<file path="config.mk">
export PLATFORM = sky130hd
export DESIGN_NAME = polyline_stroke_expander_core
export DESIGN_NICKNAME = d
export VERILOG_FILES = /design/src/hw/rtl/pse_pkg.sv /design/src/hw/rtl/pse_offset_unit.sv /design/src/hw/rtl/polyline_stroke_expander_core.sv
export SDC_FILE = /design/constraint.sdc
export NUM_CORES = 2
export LEC_CHECK = 0
export BUFFER_PORTS_ARGS = -buffer_cell sky130_fd_sc_hd__buf_4
export CAP_MARGIN = 15
export CORE_MARGIN = 10
export CORE_UTILIZATION = 45
export CTS_CLUSTER_SIZE = 14
export DETAILED_ROUTE_END_ITERATION = 16
export GPL_TIMING_DRIVEN = 0
export PLACE_DENSITY = 0.62
export SETUP_SLACK_MARGIN = 0.2
export SLEW_MARGIN = 20
export SYNTH_ARGS = -nofsm -noshare
export SYNTH_HDL_FRONTEND = slang
export SYNTH_SLANG_ARGS = --single-unit
</file>
<file path="constraint.sdc">
create_clock -name clk -period 32.1 [get_ports clk]
set_input_delay 1.605 -clock clk [delete_from_list [all_inputs] [get_ports clk]]
set_output_delay 1.605 -clock clk [all_outputs]
set_load 0.02 [all_outputs]
</file>
<file path="src/hw/rtl/pse_pkg.sv">
// Shared constants for the polyline stroke expander.
package pse_pkg;

  localparam int STROKE_BITS  = 16;
  localparam int STROKE_SHIFT = 9;
  localparam int CFG_IDX_BITS = 2;
  localparam int CFG_DATA_BITS = 16;

  localparam logic [STROKE_BITS-1:0] STROKE_RESET = 16'd256;

  localparam logic [CFG_IDX_BITS-1:0] CFG_IDX_STROKE = 2'd0;
  localparam logic [CFG_IDX_BITS-1:0] CFG_IDX_WAVE   = 2'd1;

  // Normalized tangent magnitudes sit in [2^30, 2^31)
  localparam int NORM_BITS = 31;
  localparam int MUL_BITS  = 32;
  localparam int PROD_BITS = 2 * MUL_BITS;
  localparam int CNT_BITS  = 5;

endpackage

</file>
<file path="src/hw/rtl/pse_offset_unit.sv">
// Iterative offset unit: normalize, square, root and divide on one shared datapath.
module pse_offset_unit #(
  parameter int COORD_BITS = 24,
  parameter int FRAC_BITS  = 8
) (
  input  logic                          clk,
  input  logic                          rst_n,
  input  logic                          start,
  input  logic signed [COORD_BITS:0]    tan_x,
  input  logic signed [COORD_BITS:0]    tan_y,
  input  logic                          wave,
  input  logic [pse_pkg::STROKE_BITS-1:0] stroke,
  output logic                          done,
  output logic signed [pse_pkg::STROKE_BITS+FRAC_BITS-8:0] off_x,
  output logic signed [pse_pkg::STROKE_BITS+FRAC_BITS-8:0] off_y
);
  import pse_pkg::*;

  localparam int TW    = COORD_BITS + 1;
  localparam int NW    = (TW > NORM_BITS) ? TW : NORM_BITS;
  localparam int SBITS = STROKE_BITS + FRAC_BITS;
  localparam int QB    = SBITS - 8;
  localparam int OW    = QB + 1;
  localparam int DENW  = MUL_BITS + STROKE_SHIFT;
  localparam int RW    = (DENW + QB > PROD_BITS) ? DENW + QB : PROD_BITS;

  typedef enum logic [3:0] {
    U_IDLE, U_NORM, U_SQX, U_SQY, U_SUM, U_SQRT,
    U_MULX, U_DIVX0, U_DIVX, U_MULY, U_DIVY0, U_DIVY, U_DONE
  } ustate_t;

  ustate_t              state_r;
  logic [NW-1:0]        ax_r, ay_r;
  logic                 tx_neg_r, ty_pos_r;
  logic [SBITS-1:0]     s_r;
  logic [PROD_BITS-1:0] prod_r, v_r, r_r, bit_r;
  logic [RW-1:0]        rem_r, dsh_r;
  logic [QB-1:0]        q_r, mag_x_r;
  logic [CNT_BITS-1:0]  cnt_r;
  logic signed [OW-1:0] off_x_r, off_y_r;

  logic [TW-1:0]        abs_x, abs_y;
  logic [NW-1:0]        m;
  logic [MUL_BITS-1:0]  mul_a, mul_b;
  logic [PROD_BITS-1:0] rb;
  logic [RW-1:0]        rem_nxt;
  logic                 qbit;
  logic [QB-1:0]        q_nxt;
  logic [SBITS:0]       wave_sum;
  logic [QB-1:0]        wave_mag;
  logic [MUL_BITS-1:0]  len;

  // Magnitudes of the tangent
  assign abs_x = tan_x[TW-1] ? TW'(-tan_x) : TW'(tan_x);
  assign abs_y = tan_y[TW-1] ? TW'(-tan_y) : TW'(tan_y);
  assign m     = (ax_r > ay_r) ? ax_r : ay_r;

  // Shared multiplier operand select
  always_comb begin
    mul_a = MUL_BITS'(ax_r[NORM_BITS-1:0]);
    mul_b = MUL_BITS'(ax_r[NORM_BITS-1:0]);
    case (state_r)
      U_SQY:   begin mul_a = MUL_BITS'(ay_r[NORM_BITS-1:0]); mul_b = mul_a; end
      U_MULX:  begin mul_a = MUL_BITS'(ay_r[NORM_BITS-1:0]); mul_b = MUL_BITS'(s_r); end
      U_MULY:  begin mul_a = MUL_BITS'(ax_r[NORM_BITS-1:0]); mul_b = MUL_BITS'(s_r); end
      default: ;
    endcase
  end

  // One restoring divide step and one root step
  assign rb      = r_r + bit_r;
  assign qbit    = (rem_r >= dsh_r);
  assign rem_nxt = qbit ? (rem_r - dsh_r) : rem_r;
  assign q_nxt   = {q_r[QB-2:0], qbit};
  assign len     = r_r[MUL_BITS-1:0];

  // Vertical offset for wave mode
  assign wave_sum = (SBITS+1)'(stroke) * (SBITS+1)'(1 << FRAC_BITS)
                    + (SBITS+1)'(1 << (STROKE_SHIFT-1));
  assign wave_mag = QB'(wave_sum >> STROKE_SHIFT);

  always_ff @(posedge clk) begin
    prod_r <= PROD_BITS'(mul_a) * PROD_BITS'(mul_b);
    if (!rst_n) begin
      state_r <= U_IDLE;
    end else begin
      unique case (state_r)
        U_IDLE: begin
          if (start) begin
            ax_r     <= NW'(abs_x);
            ay_r     <= NW'(abs_y);
            tx_neg_r <= tan_x[TW-1];
            ty_pos_r <= !tan_y[TW-1] && (tan_y != '0);
            s_r      <= SBITS'(stroke) << FRAC_BITS;
            if (wave) begin
              off_x_r <= '0;
              off_y_r <= OW'(wave_mag);
              state_r <= U_DONE;
            end else if (tan_x == '0 && tan_y == '0) begin
              off_x_r <= '0;
              off_y_r <= '0;
              state_r <= U_DONE;
            end else begin
              state_r <= U_NORM;
            end
          end
        end
        // Bring the larger magnitude into [2^30, 2^31), one bit a cycle
        U_NORM: begin
          if ((m >> (NORM_BITS-1)) == '0) begin
            ax_r <= ax_r << 1;
            ay_r <= ay_r << 1;
          end else if ((m >> NORM_BITS) != '0) begin
            ax_r <= ax_r >> 1;
            ay_r <= ay_r >> 1;
          end else begin
            state_r <= U_SQX;
          end
        end
        U_SQX: state_r <= U_SQY;
        U_SQY: begin
          v_r     <= prod_r;
          state_r <= U_SUM;
        end
        U_SUM: begin
          v_r     <= v_r + prod_r;
          r_r     <= '0;
          bit_r   <= PROD_BITS'(1) << (PROD_BITS-2);
          cnt_r   <= CNT_BITS'(PROD_BITS/2 - 1);
          state_r <= U_SQRT;
        end
        U_SQRT: begin
          if (v_r >= rb) begin
            v_r <= v_r - rb;
            r_r <= (r_r >> 1) + bit_r;
          end else begin
            r_r <= r_r >> 1;
          end
          bit_r <= bit_r >> 2;
          cnt_r <= cnt_r - 1'b1;
          if (cnt_r == '0) state_r <= U_MULX;
        end
        U_MULX: state_r <= U_DIVX0;
        U_MULY: state_r <= U_DIVY0;
        U_DIVX0, U_DIVY0: begin
          rem_r   <= RW'(prod_r) + (RW'(len) << (STROKE_SHIFT-1));
          dsh_r   <= RW'(len) << (STROKE_SHIFT + QB - 1);
          q_r     <= '0;
          cnt_r   <= CNT_BITS'(QB - 1);
          state_r <= (state_r == U_DIVX0) ? U_DIVX : U_DIVY;
        end
        U_DIVX, U_DIVY: begin
          rem_r <= rem_nxt;
          dsh_r <= dsh_r >> 1;
          q_r   <= q_nxt;
          cnt_r <= cnt_r - 1'b1;
          if (cnt_r == '0) begin
            if (state_r == U_DIVX) begin
              mag_x_r <= q_nxt;
              state_r <= U_MULY;
            end else begin
              off_x_r <= ty_pos_r ? -$signed(OW'(mag_x_r)) : $signed(OW'(mag_x_r));
              off_y_r <= tx_neg_r ? -$signed(OW'(q_nxt)) : $signed(OW'(q_nxt));
              state_r <= U_DONE;
            end
          end
        end
        U_DONE: state_r <= U_IDLE;
        default: state_r <= U_IDLE;
      endcase
    end
  end

  assign done  = (state_r == U_DONE);
  assign off_x = off_x_r;
  assign off_y = off_y_r;

  // Division runs only after a nonzero root
  a_div_len: assert property (@(posedge clk) disable iff (!rst_n)
    state_r == U_DIVX0 |-> len != '0)
    else $error("zero divisor");
  a_done_pulse: assert property (@(posedge clk) disable iff (!rst_n)
    state_r == U_DONE |=> state_r == U_IDLE)
    else $error("done not single");
  a_sqrt_exit: assert property (@(posedge clk) disable iff (!rst_n)
    state_r == U_MULX |-> $past(state_r) == U_SQRT)
    else $error("multiply out of order");

endmodule

</file>
<file path="src/hw/rtl/polyline_stroke_expander_core.sv">
// Top level of the polyline stroke expander: point history, job control and output beat.
//
// Usage:
//   Points enter on the in_ channel (in_valid / in_stall), one beat per point,
//   in_last_point set on the final point of a polyline. Each point yields a
//   pair of triangle-strip vertices on the out_ channel (out_valid /
//   out_stall), one beat per pair, one point late; the final point releases
//   two beats, a lone point one beat. The first point of a polyline yields
//   nothing at once.
//   The cfg_ channel writes stroke_width (index 0) and wave_mode (index 1);
//   cfg_ready is always high, other indexes are dropped.
//   Each pair's time from its start to out_valid is set by the shared offset
//   unit in normal mode (normalization shift loop, 32 root steps, two
//   restoring divides); wave mode and zero tangents go straight to done.
//   in_stall stays high while a point is being worked and its pairs are not
//   all taken. A stalled result holds in the output register.
//   Reset clears the point history, the output valid and loads stroke_width
//   256, wave_mode 0.
module polyline_stroke_expander_core #(
  parameter int COORD_BITS = 24,
  parameter int FRAC_BITS  = 8
) (
  input  logic                                 clk,
  input  logic                                 rst_n,
  input  logic                                 in_valid,
  output logic                                 in_stall,
  input  logic signed [COORD_BITS-1:0]         in_point_x,
  input  logic signed [COORD_BITS-1:0]         in_point_y,
  input  logic                                 in_last_point,
  output logic                                 out_valid,
  input  logic                                 out_stall,
  output logic signed [COORD_BITS-1:0]         out_left_x,
  output logic signed [COORD_BITS-1:0]         out_left_y,
  output logic signed [COORD_BITS-1:0]         out_right_x,
  output logic signed [COORD_BITS-1:0]         out_right_y,
  output logic                                 out_last_pair,
  input  logic                                 cfg_valid,
  output logic                                 cfg_ready,
  input  logic [pse_pkg::CFG_IDX_BITS-1:0]     cfg_index,
  input  logic [pse_pkg::CFG_DATA_BITS-1:0]    cfg_data
);
  import pse_pkg::*;

  localparam int TW = COORD_BITS + 1;
  localparam int QB = STROKE_BITS + FRAC_BITS - 8;
  localparam int OW = QB + 1;
  localparam int SW = ((COORD_BITS > OW) ? COORD_BITS : OW) + 2;
  localparam logic signed [SW-1:0] SAT_HI = SW'((64'sd1 <<< (COORD_BITS-1)) - 1);
  localparam logic signed [SW-1:0] SAT_LO = -SAT_HI - SW'(1);

  typedef enum logic [1:0] {T_IDLE, T_CALC, T_OUT} tstate_t;

  tstate_t                      state_r;
  logic [STROKE_BITS-1:0]       stroke_r;
  logic                         wave_r;
  logic signed [COORD_BITS-1:0] prev_x_r, prev_y_r, prev2_x_r, prev2_y_r;
  logic [1:0]                   seen_r;
  logic signed [COORD_BITS-1:0] jx_r, jy_r, j2x_r, j2y_r;
  logic signed [TW-1:0]         tx_r, ty_r, t2x_r, t2y_r;
  logic                         jlast_r, has2_r, start_r;
  logic                         out_valid_r, out_last_r;
  logic signed [COORD_BITS-1:0] lx_r, ly_r, rx_r, ry_r;

  logic                         in_beat, out_beat, unit_done;
  logic signed [OW-1:0]         off_x, off_y;
  logic signed [COORD_BITS-1:0] base_x, base_y;
  logic signed [TW-1:0]         t1x, t1y, tpx, tpy;
  logic signed [SW-1:0]         slx, sly, srx, sry;

  assign in_beat   = in_valid && !in_stall;
  assign out_beat  = out_valid_r && !out_stall;
  assign in_stall  = (state_r != T_IDLE);
  assign cfg_ready = 1'b1;

  // Tangents: central difference, one-sided at the first and last points
  assign base_x = (seen_r == 2'd1) ? prev_x_r : prev2_x_r;
  assign base_y = (seen_r == 2'd1) ? prev_y_r : prev2_y_r;
  assign t1x = TW'(in_point_x) - TW'(base_x);
  assign t1y = TW'(in_point_y) - TW'(base_y);
  assign tpx = TW'(in_point_x) - TW'(prev_x_r);
  assign tpy = TW'(in_point_y) - TW'(prev_y_r);

  pse_offset_unit #(
    .COORD_BITS(COORD_BITS),
    .FRAC_BITS (FRAC_BITS)
  ) u_off (
    .clk   (clk),
    .rst_n (rst_n),
    .start (start_r),
    .tan_x (tx_r),
    .tan_y (ty_r),
    .wave  (wave_r),
    .stroke(stroke_r),
    .done  (unit_done),
    .off_x (off_x),
    .off_y (off_y)
  );

  // Vertex sums before saturation
  assign slx = SW'(jx_r) + SW'(off_x);
  assign sly = SW'(jy_r) + SW'(off_y);
  assign srx = SW'(jx_r) - SW'(off_x);
  assign sry = SW'(jy_r) - SW'(off_y);

  function automatic logic signed [COORD_BITS-1:0] clip(input logic signed [SW-1:0] v);
    if (v > SAT_HI) clip = COORD_BITS'(SAT_HI);
    else if (v < SAT_LO) clip = COORD_BITS'(SAT_LO);
    else clip = COORD_BITS'(v);
  endfunction

  // Configuration writes
  always_ff @(posedge clk) begin
    if (!rst_n) begin
      stroke_r <= STROKE_RESET;
      wave_r   <= 1'b0;
    end else if (cfg_valid && cfg_ready) begin
      unique case (cfg_index)
        CFG_IDX_STROKE: stroke_r <= STROKE_BITS'(cfg_data);
        CFG_IDX_WAVE:   wave_r   <= cfg_data[0];
        default: ;
      endcase
    end
  end

  // Sequencer, point history and output register
  always_ff @(posedge clk) begin
    if (!rst_n) begin
      state_r     <= T_IDLE;
      seen_r      <= 2'd0;
      prev_x_r    <= '0;
      prev_y_r    <= '0;
      prev2_x_r   <= '0;
      prev2_y_r   <= '0;
      start_r     <= 1'b0;
      out_valid_r <= 1'b0;
      has2_r      <= 1'b0;
    end else begin
      start_r <= 1'b0;
      unique case (state_r)
        T_IDLE: begin
          if (in_beat) begin
            if (seen_r == 2'd0 && !in_last_point) begin
              prev_x_r <= in_point_x;
              prev_y_r <= in_point_y;
              seen_r   <= 2'd1;
            end else if (seen_r == 2'd0) begin
              jx_r    <= in_point_x;
              jy_r    <= in_point_y;
              tx_r    <= '0;
              ty_r    <= '0;
              jlast_r <= 1'b1;
              has2_r  <= 1'b0;
              start_r <= 1'b1;
              state_r <= T_CALC;
            end else begin
              jx_r    <= prev_x_r;
              jy_r    <= prev_y_r;
              tx_r    <= t1x;
              ty_r    <= t1y;
              jlast_r <= 1'b0;
              has2_r  <= in_last_point;
              j2x_r   <= in_point_x;
              j2y_r   <= in_point_y;
              t2x_r   <= tpx;
              t2y_r   <= tpy;
              start_r <= 1'b1;
              state_r <= T_CALC;
              if (in_last_point) begin
                seen_r <= 2'd0;
              end else begin
                prev2_x_r <= prev_x_r;
                prev2_y_r <= prev_y_r;
                prev_x_r  <= in_point_x;
                prev_y_r  <= in_point_y;
                seen_r    <= 2'd2;
              end
            end
          end
        end
        T_CALC: begin
          if (unit_done) begin
            lx_r        <= clip(slx);
            ly_r        <= clip(sly);
            rx_r        <= clip(srx);
            ry_r        <= clip(sry);
            out_last_r  <= jlast_r;
            out_valid_r <= 1'b1;
            state_r     <= T_OUT;
          end
        end
        T_OUT: begin
          if (out_beat) begin
            out_valid_r <= 1'b0;
            if (has2_r) begin
              jx_r    <= j2x_r;
              jy_r    <= j2y_r;
              tx_r    <= t2x_r;
              ty_r    <= t2y_r;
              jlast_r <= 1'b1;
              has2_r  <= 1'b0;
              start_r <= 1'b1;
              state_r <= T_CALC;
            end else begin
              state_r <= T_IDLE;
            end
          end
        end
        default: state_r <= T_IDLE;
      endcase
    end
  end

  assign out_valid     = out_valid_r;
  assign out_left_x    = lx_r;
  assign out_left_y    = ly_r;
  assign out_right_x   = rx_r;
  assign out_right_y   = ry_r;
  assign out_last_pair = out_last_r;

  a_done_in_calc: assert property (@(posedge clk) disable iff (!rst_n)
    unit_done |-> state_r == T_CALC)
    else $error("offset result outside calc");
  a_seen_range: assert property (@(posedge clk) disable iff (!rst_n)
    seen_r != 2'd3)
    else $error("point count overflow");
  a_out_from_unit: assert property (@(posedge clk) disable iff (!rst_n)
    $rose(out_valid_r) |-> $past(unit_done))
    else $error("result without offset");
  a_second_pair_last: assert property (@(posedge clk) disable iff (!rst_n)
    has2_r && state_r != T_IDLE |-> !jlast_r)
    else $error("pending pair after final");

endmodule

</file>
# [Yosys cells after proc, flatten, opt, wreduce, memory -nomap -nowiden]
# Index checks and enable logic that the tools add are counted.
[classes] muxes=106 magnitude_cmp=11 eq_ne=32 n_reduce_logical=53 n_addsub=20 n_bitwise=3 multipliers=1
[op_table] op="2-to-1 mux 24 bit" count=22
[op_table] op="one-hot mux 64 bit (2 select lines)" count=4
[op_table] op="2-to-1 mux 25 bit" count=12
[op_table] op="2-to-1 mux 64 bit" count=3
[op_table] op="one-hot mux 64 bit (3 select lines)" count=1
[op_table] op="2-to-1 mux 17 bit" count=11
[op_table] op="2-to-1 mux 31 bit" count=6
[op_table] op="one-hot mux 31 bit (2 select lines)" count=3
[op_table] op="adder 64 bit" count=2
[op_table] op=">= comparator 64 bit" count=2
[op_table] op="subtractor 64 bit" count=2
[op_table] op="> comparator 25 x 24 -> 1 bit (second input constant)" count=4
[op_table] op="less-than comparator 25 x 24 -> 1 bit (second input constant)" count=4
[op_table] op="one-hot mux 25 bit (2 select lines)" count=2
[op_table] op="subtractor 24 x 24 -> 25 bit" count=4
[op_table] op="one-hot mux 24 bit (2 select lines)" count=2
[op_table] op="one-hot mux 17 bit (2 select lines)" count=2
[op_table] op="adder 63 x 64 -> 64 bit" count=1
[op_table] op="adder 64 x 40 -> 64 bit" count=1
[op_table] op="multiplier 31 x 31 -> 62 bit" count=1
[op_table] op="adder 24 x 17 -> 25 bit" count=2
[op_table] op="zero test 25 bit" count=2
[op_table] op="negation 25 bit" count=2
[op_table] op="subtractor 24 x 17 -> 25 bit" count=2
[op_table] op="other kinds (39)" count=129
[totals] input_bits=72 reg_bits=952 word_cells=268 output_inout_bits=100

# [Depth between registers and ports, before layout]
[depth] depth_word=7 mapped_depth=38 mapped_depth_nobuf=34

# [Modules after synthesis]
# Synthesis repeated with hierarchy kept, for this count alone.
[unflattened] hier_cells=10404 area_unflattened_um2=94504.4
[by_module_without_submodules] mod="pse_offset_unit" instances=1 seq_area_each_um2=14273.7 area_per_inst_um2=69148.8 cells_each=7798
[by_module_without_submodules] mod="polyline_stroke_expander_core" instances=1 seq_area_each_um2=11230.8 area_per_inst_um2=25355.6 cells_each=2606

# [Worst setup path after synthesis]
# Ideal clock, no wire load.
[synth_timing] path_kind="input to register" start="input out_stall" end="register state_r[0]" setup_time_ps=170 path_stages=4 path_buffers=0 slack_ps=13487 arrival_ps=18443 required_ps=31930 path_cell_list="nor2b_1 a21oi_1 a2111oi_0 o21bai_1"
[synth_via] elab_chain_len=4
[synth_lines] item="start, declared" line_no="polyline_stroke_expander_core.sv:31" source="input logic out_stall,"
[synth_lines] item="zero test 1 bit" line_no="polyline_stroke_expander_core.sv:71" source="assign out_beat = out_valid_r && !out_stall;"
[synth_lines] item="logical AND 1 bit" line_no="polyline_stroke_expander_core.sv:71"
[synth_lines] item="!= test 2 bit (no line)"
[synth_lines] item="AND reduction 4 bit (no line)"
[synth_lines] item="end signal, assigned" line_no="polyline_stroke_expander_core.sv:128" source="state_r <= T_IDLE;"
[synth_lines] item="end signal, assigned" line_no="polyline_stroke_expander_core.sv:154" source="state_r <= T_CALC;"
[synth_lines] item="end signal, assigned" line_no="polyline_stroke_expander_core.sv:167" source="state_r <= T_CALC;"
[synth_lines] item="end, declared" line_no="polyline_stroke_expander_core.sv:53" source="tstate_t state_r;"
# Every way passes these cells.
# A chain may end at the register's enable or synchronous reset.

# [Worst setup path in the final report]
[layout_timing] start="register u_off.state_r[0]" end="register u_off.prod_r[59]"
[layout_via] elab_chain_len=4 word_cells_on_any_way=8 classes_between="mul: 1; eq/ne: 3; mux: 2; reduce/logical: 2"
[layout_lines] item="start, declared" line_no="pse_offset_unit.sv:32" source="ustate_t state_r;"
[layout_lines] item="start signal, assigned" line_no="pse_offset_unit.sv:150" source="state_r <= (state_r == U_DIVX0) ? U_DIVX : U_DIVY;"
[layout_lines] item="== test 4 x 3 -> 1 bit, or another cell as far along" line_no="pse_offset_unit.sv:62" source="case (state_r)"
[layout_lines] item="OR reduction 2 bit (no line)"
[layout_lines] item="one-hot mux 31 bit (2 select lines) or 2-to-1 mux 31 bit (tied branches)" line_no="pse_offset_unit.sv:62"
[layout_lines] item="multiplier 31 x 31 -> 62 bit (*)" line_no="pse_offset_unit.sv:83" source="prod_r <= PROD_BITS'(mul_a) * PROD_BITS'(mul_b);"
[layout_lines] item="end signal, assigned" line_no="pse_offset_unit.sv:83"
[layout_lines] item="end, declared" line_no="pse_offset_unit.sv:36" source="logic [PROD_BITS-1:0] prod_r, v_r, r_r, bit_r;"
# Mark *: on every way between the ends. The rest lies on a longest branch, timed or not.

==> metrics.txt <==
CTS clk-pin slew, worst paths=60 ps; Avg Inst Size Synth=a little over 9 sq um; clk_lat worst skew=770 ps; fin. max-slew vios=0; Cell variety after synth=92; final period utilization=0.4002; Avg Vias per Cell=5.888; Die ar.=~0.22 sq mm; Reg-to-Reg End=u_off.prod_r[59]; slack of the critical path=19250 ps; Post-Place Worst Slack=19370 ps; Die Y=roughly 470 um; EDFF count, synth=~720; M1 GR Usage=0.3645; Seq/Total Area, Yosys=0.2752; Syn Inst Count=approximately 10000; via count=78500; first-pass GRT wire length=498700 um; clock root buffer master=clkbuf_16; Crit Path Class=flip-flop to flip-flop; Min-Delay Path Depth=0; CTS Buf Count=approximately 110; Synth Cell Area=0.09253 sq mm; outcome=completed; final wirelength=339100 um; met2 GRT Util=0.4789; CTS tree=yes; GR peak layer=met2; r2r setup slk=between 15000 and 20000 ps; Die Wd=between 400 and 500 um; share of layout cells above drive strength 1=0.05218; flops & latches, synth=910; capturing element type of the critical path=flip-flop; row cnt=between 150 and 200; Synth warnings=0; setup TNS=0 ps; worst-margin pin slew=1328 ps; Post-CTS Setup Bufs=0; H-tree depth=3; grt total ovfl=0; crit path launch type=flip-flop; grt met3 use=0.06020; core area=~0.20 sq mm; IO Pins=approximately 170; DR DRC count=0; Clock Sinks=910; CTS resizes=0; Final #Nets=about 12000; WP data arrival=about 13000 ps; crit path time final=12850 ps; worst hold path type=flip-flop to flip-flop; DR WL/cell=roughly 25 um; critical path data required time=32700 ps; DRT iter0 DRCs=7075; Slew HR=0.1051; Routed Antenna Nets=0; f_max=approximately 80 MHz; Hold Vio Cnt, Final=0; Mapped Nets=11886; final setup violating endpoints=0; antenna violations before repair=8; HP Start=jlast_r; gr usage total=0.2947; Hold-fix buffers, CTS=0; largest net degree at the start of global routing=57; PortBufs=170; GPL Wtd Cong=between 1 and 1.5; maxcap violations=0; Min Hold Slack=427.0 ps; CP dominant cell by count=fa_1; dpl hpwl=277600 um; RSZ-0062 raised after global routing=no; hold endpoint=out_last_pair; Layout area overhead=9.908%; first-pass iteration count of the detailed router=6; slowest stage delay, CP=820 ps; Async SR Flop Fraction=0; CTS max path bufs=3; clk_skew=49.77 ps; worst-path cell with the longest stage delay=mux2i_1; crit path max fanout=10; Initial Util=0.4523; RR Startpoint=u_off.state_r[0]; vias in the first global route=78289; Primary FF master, synth=edfxtp_1; R2R cell count=36
-- how the worst max path moves through the flow --
stage / from / end
6_report: u_off.state_r[0] / u_off.prod_r[59]
5_1_grt: u_off.state_r[0] / u_off.prod_r[48]
4_1_cts: u_off.state_r[0] / u_off.prod_r[48]
3_5_place_dp: u_off.state_r[0] / u_off.prod_r[48]
3_3_place_gp: out_stall / state_r[0]
2_1_floorplan: out_stall / state_r[0]
-- layer usage --
layer  share of wire  vias to the layer above
met5         0.00035                        -
li1                -                    35293
met1            0.39                    38949
met4           0.070                       10
met2            0.46                     3409
met3           0.082                      839
-- metrics by stage --
stage,std cells,util,area [sq um]
6_report,13332,0.4971,101700
5_1_grt,13325,0.4970,101700
4_1_cts,13323,0.4968,101600
3_5_place_dp,13123,0.4797,98140
3_3_place_gp,13058,0.4750,97170
2_1_floorplan,10200,-,92530
-- critical path, delay by kind of cell, from the launching register on --
family / cells / cell delay [ps]
AND/OR/NAND/NOR: 3 / 810
AO/OA/AOI/OAI: 10 / 2530
buffers and inverters: 11 / 3550
XOR/XNOR: 2 / 310
adder cells (fa/ha/maj): 9 / 4360
multiplexers: 1 / 820
flip-flops: 1 / 300
-- synthesized netlist by cell type, drive strengths merged (28+ instances only) --
| library cell | instances | area [sq um] |
|---|---|---|
| inv | 1168 | 4384 |
| nor3 | 94 | 470.5 |
| o31ai | 54 | 405.4 |
| clkbuf | 414 | 1554 |
| buf | 28 | 115.1 |
| edfxtp | 724 | 21740 |
| nand3 | 109 | 545.5 |
| a21o | 254 | 1907 |
| nand2b | 77 | 481.7 |
| o21bai | 86 | 645.6 |
| a21oi | 642 | 3213 |
| nor2b | 92 | 575.6 |
| xor2 | 303 | 2654 |
| o21a | 68 | 510.5 |
| nand2 | 1270 | 4767 |
| a22oi | 58 | 435.4 |
| and3 | 69 | 431.7 |
| xnor2 | 332 | 2908 |
| a211oi | 63 | 483.0 |
| dfxtp | 186 | 3724 |
| mux2i | 138 | 1381 |
| nand4 | 92 | 575.6 |
| o21ai | 605 | 3028 |
| fa | 849 | 17000 |
| ha | 765 | 9572 |
| a31oi | 105 | 663.1 |
| nor4 | 29 | 196.4 |
| mux2 | 34 | 382.9 |
| nor2 | 968 | 3641 |
| and2 | 79 | 494.2 |
| or3 | 44 | 285.3 |
-- kinds of logic after synthesis --
| family | after synthesis | synth area share |
|---|---|---|
| other | 1 | 0.00004053 |
| AND/OR/NAND/NOR | 3012 | 0.1422 |
| AO/OA/AOI/OAI | 2227 | 0.1495 |
| multiplexers | 172 | 0.01907 |
| flip-flops | 910 | 0.2752 |
| XOR/XNOR | 635 | 0.06011 |
| buffers and inverters | 1620 | 0.06583 |
| adder cells (fa/ha/maj) | 1623 | 0.2881 |
-- registers in the layout (all words and copies together) (netlist names), 25 cells and up --
| register | cells |
|---|---|
| u_off.r_r | 64 |
| u_off.rem_r | 64 |
| u_off.v_r | 64 |
| u_off.prod_r | 62 |
| u_off.dsh_r | 56 |
| u_off.bit_r | 32 |
| u_off.ax_r | 31 |
| u_off.ay_r | 31 |
| t2x_r | 25 |
| t2y_r | 25 |
| tx_r | 25 |
| ty_r | 25 |
-- cell usage in the layout (no fill, tap or decap), types with 42 or more instances in the layout --
| cell type | netlist | routed |
|---|---|---|
| nor3_1 | 94 | 88 |
| dfxtp_1 | 186 | 186 |
| a31oi_1 | 104 | 104 |
| xnor2_1 | 332 | 332 |
| o21a_1 | 68 | 68 |
| nand4_1 | 92 | 92 |
| o31ai_1 | 54 | 53 |
| a22oi_1 | 58 | 55 |
| or3_1 | 42 | 42 |
| and2_1 | 79 | 79 |
| nand3_1 | 109 | 109 |
| clkbuf_16 | 0 | 109 |
| nand2b_1 | 77 | 77 |
| clkbuf_1 | 414 | 427 |
| o21ai_0 | 585 | 582 |
| nor2b_1 | 92 | 92 |
| a21o_1 | 254 | 254 |
| fa_1 | 849 | 849 |
| buf_4 | 1 | 191 |
| xor2_1 | 303 | 303 |
| a211oi_1 | 61 | 61 |
| mux2i_1 | 138 | 116 |
| and3_1 | 69 | 69 |
| edfxtp_1 | 724 | 724 |
| nor2_1 | 965 | 961 |
| a21oi_1 | 642 | 640 |
| nand2_1 | 1270 | 1270 |
| ha_1 | 765 | 765 |
| inv_1 | 1168 | 1167 |
| o21bai_1 | 86 | 86 |
-- area by class of cell --
class	instances	area [sq um]
Clock inverter	59	603.1
Clock buffer	141	2899
Sequential cell	910	25460
Timing Repair Buffer	237	2034
Buffer	442	1685
Antenna cell	7	17.52
Multi-Input combinational cell	7670	61210
Fill cell	19257	102900
Inverter	1178	4424
Tap cell	2688	3363
Power is not shown: default switching activity piles up to over one toggle a cycle in this logic, so the estimate is an artifact.
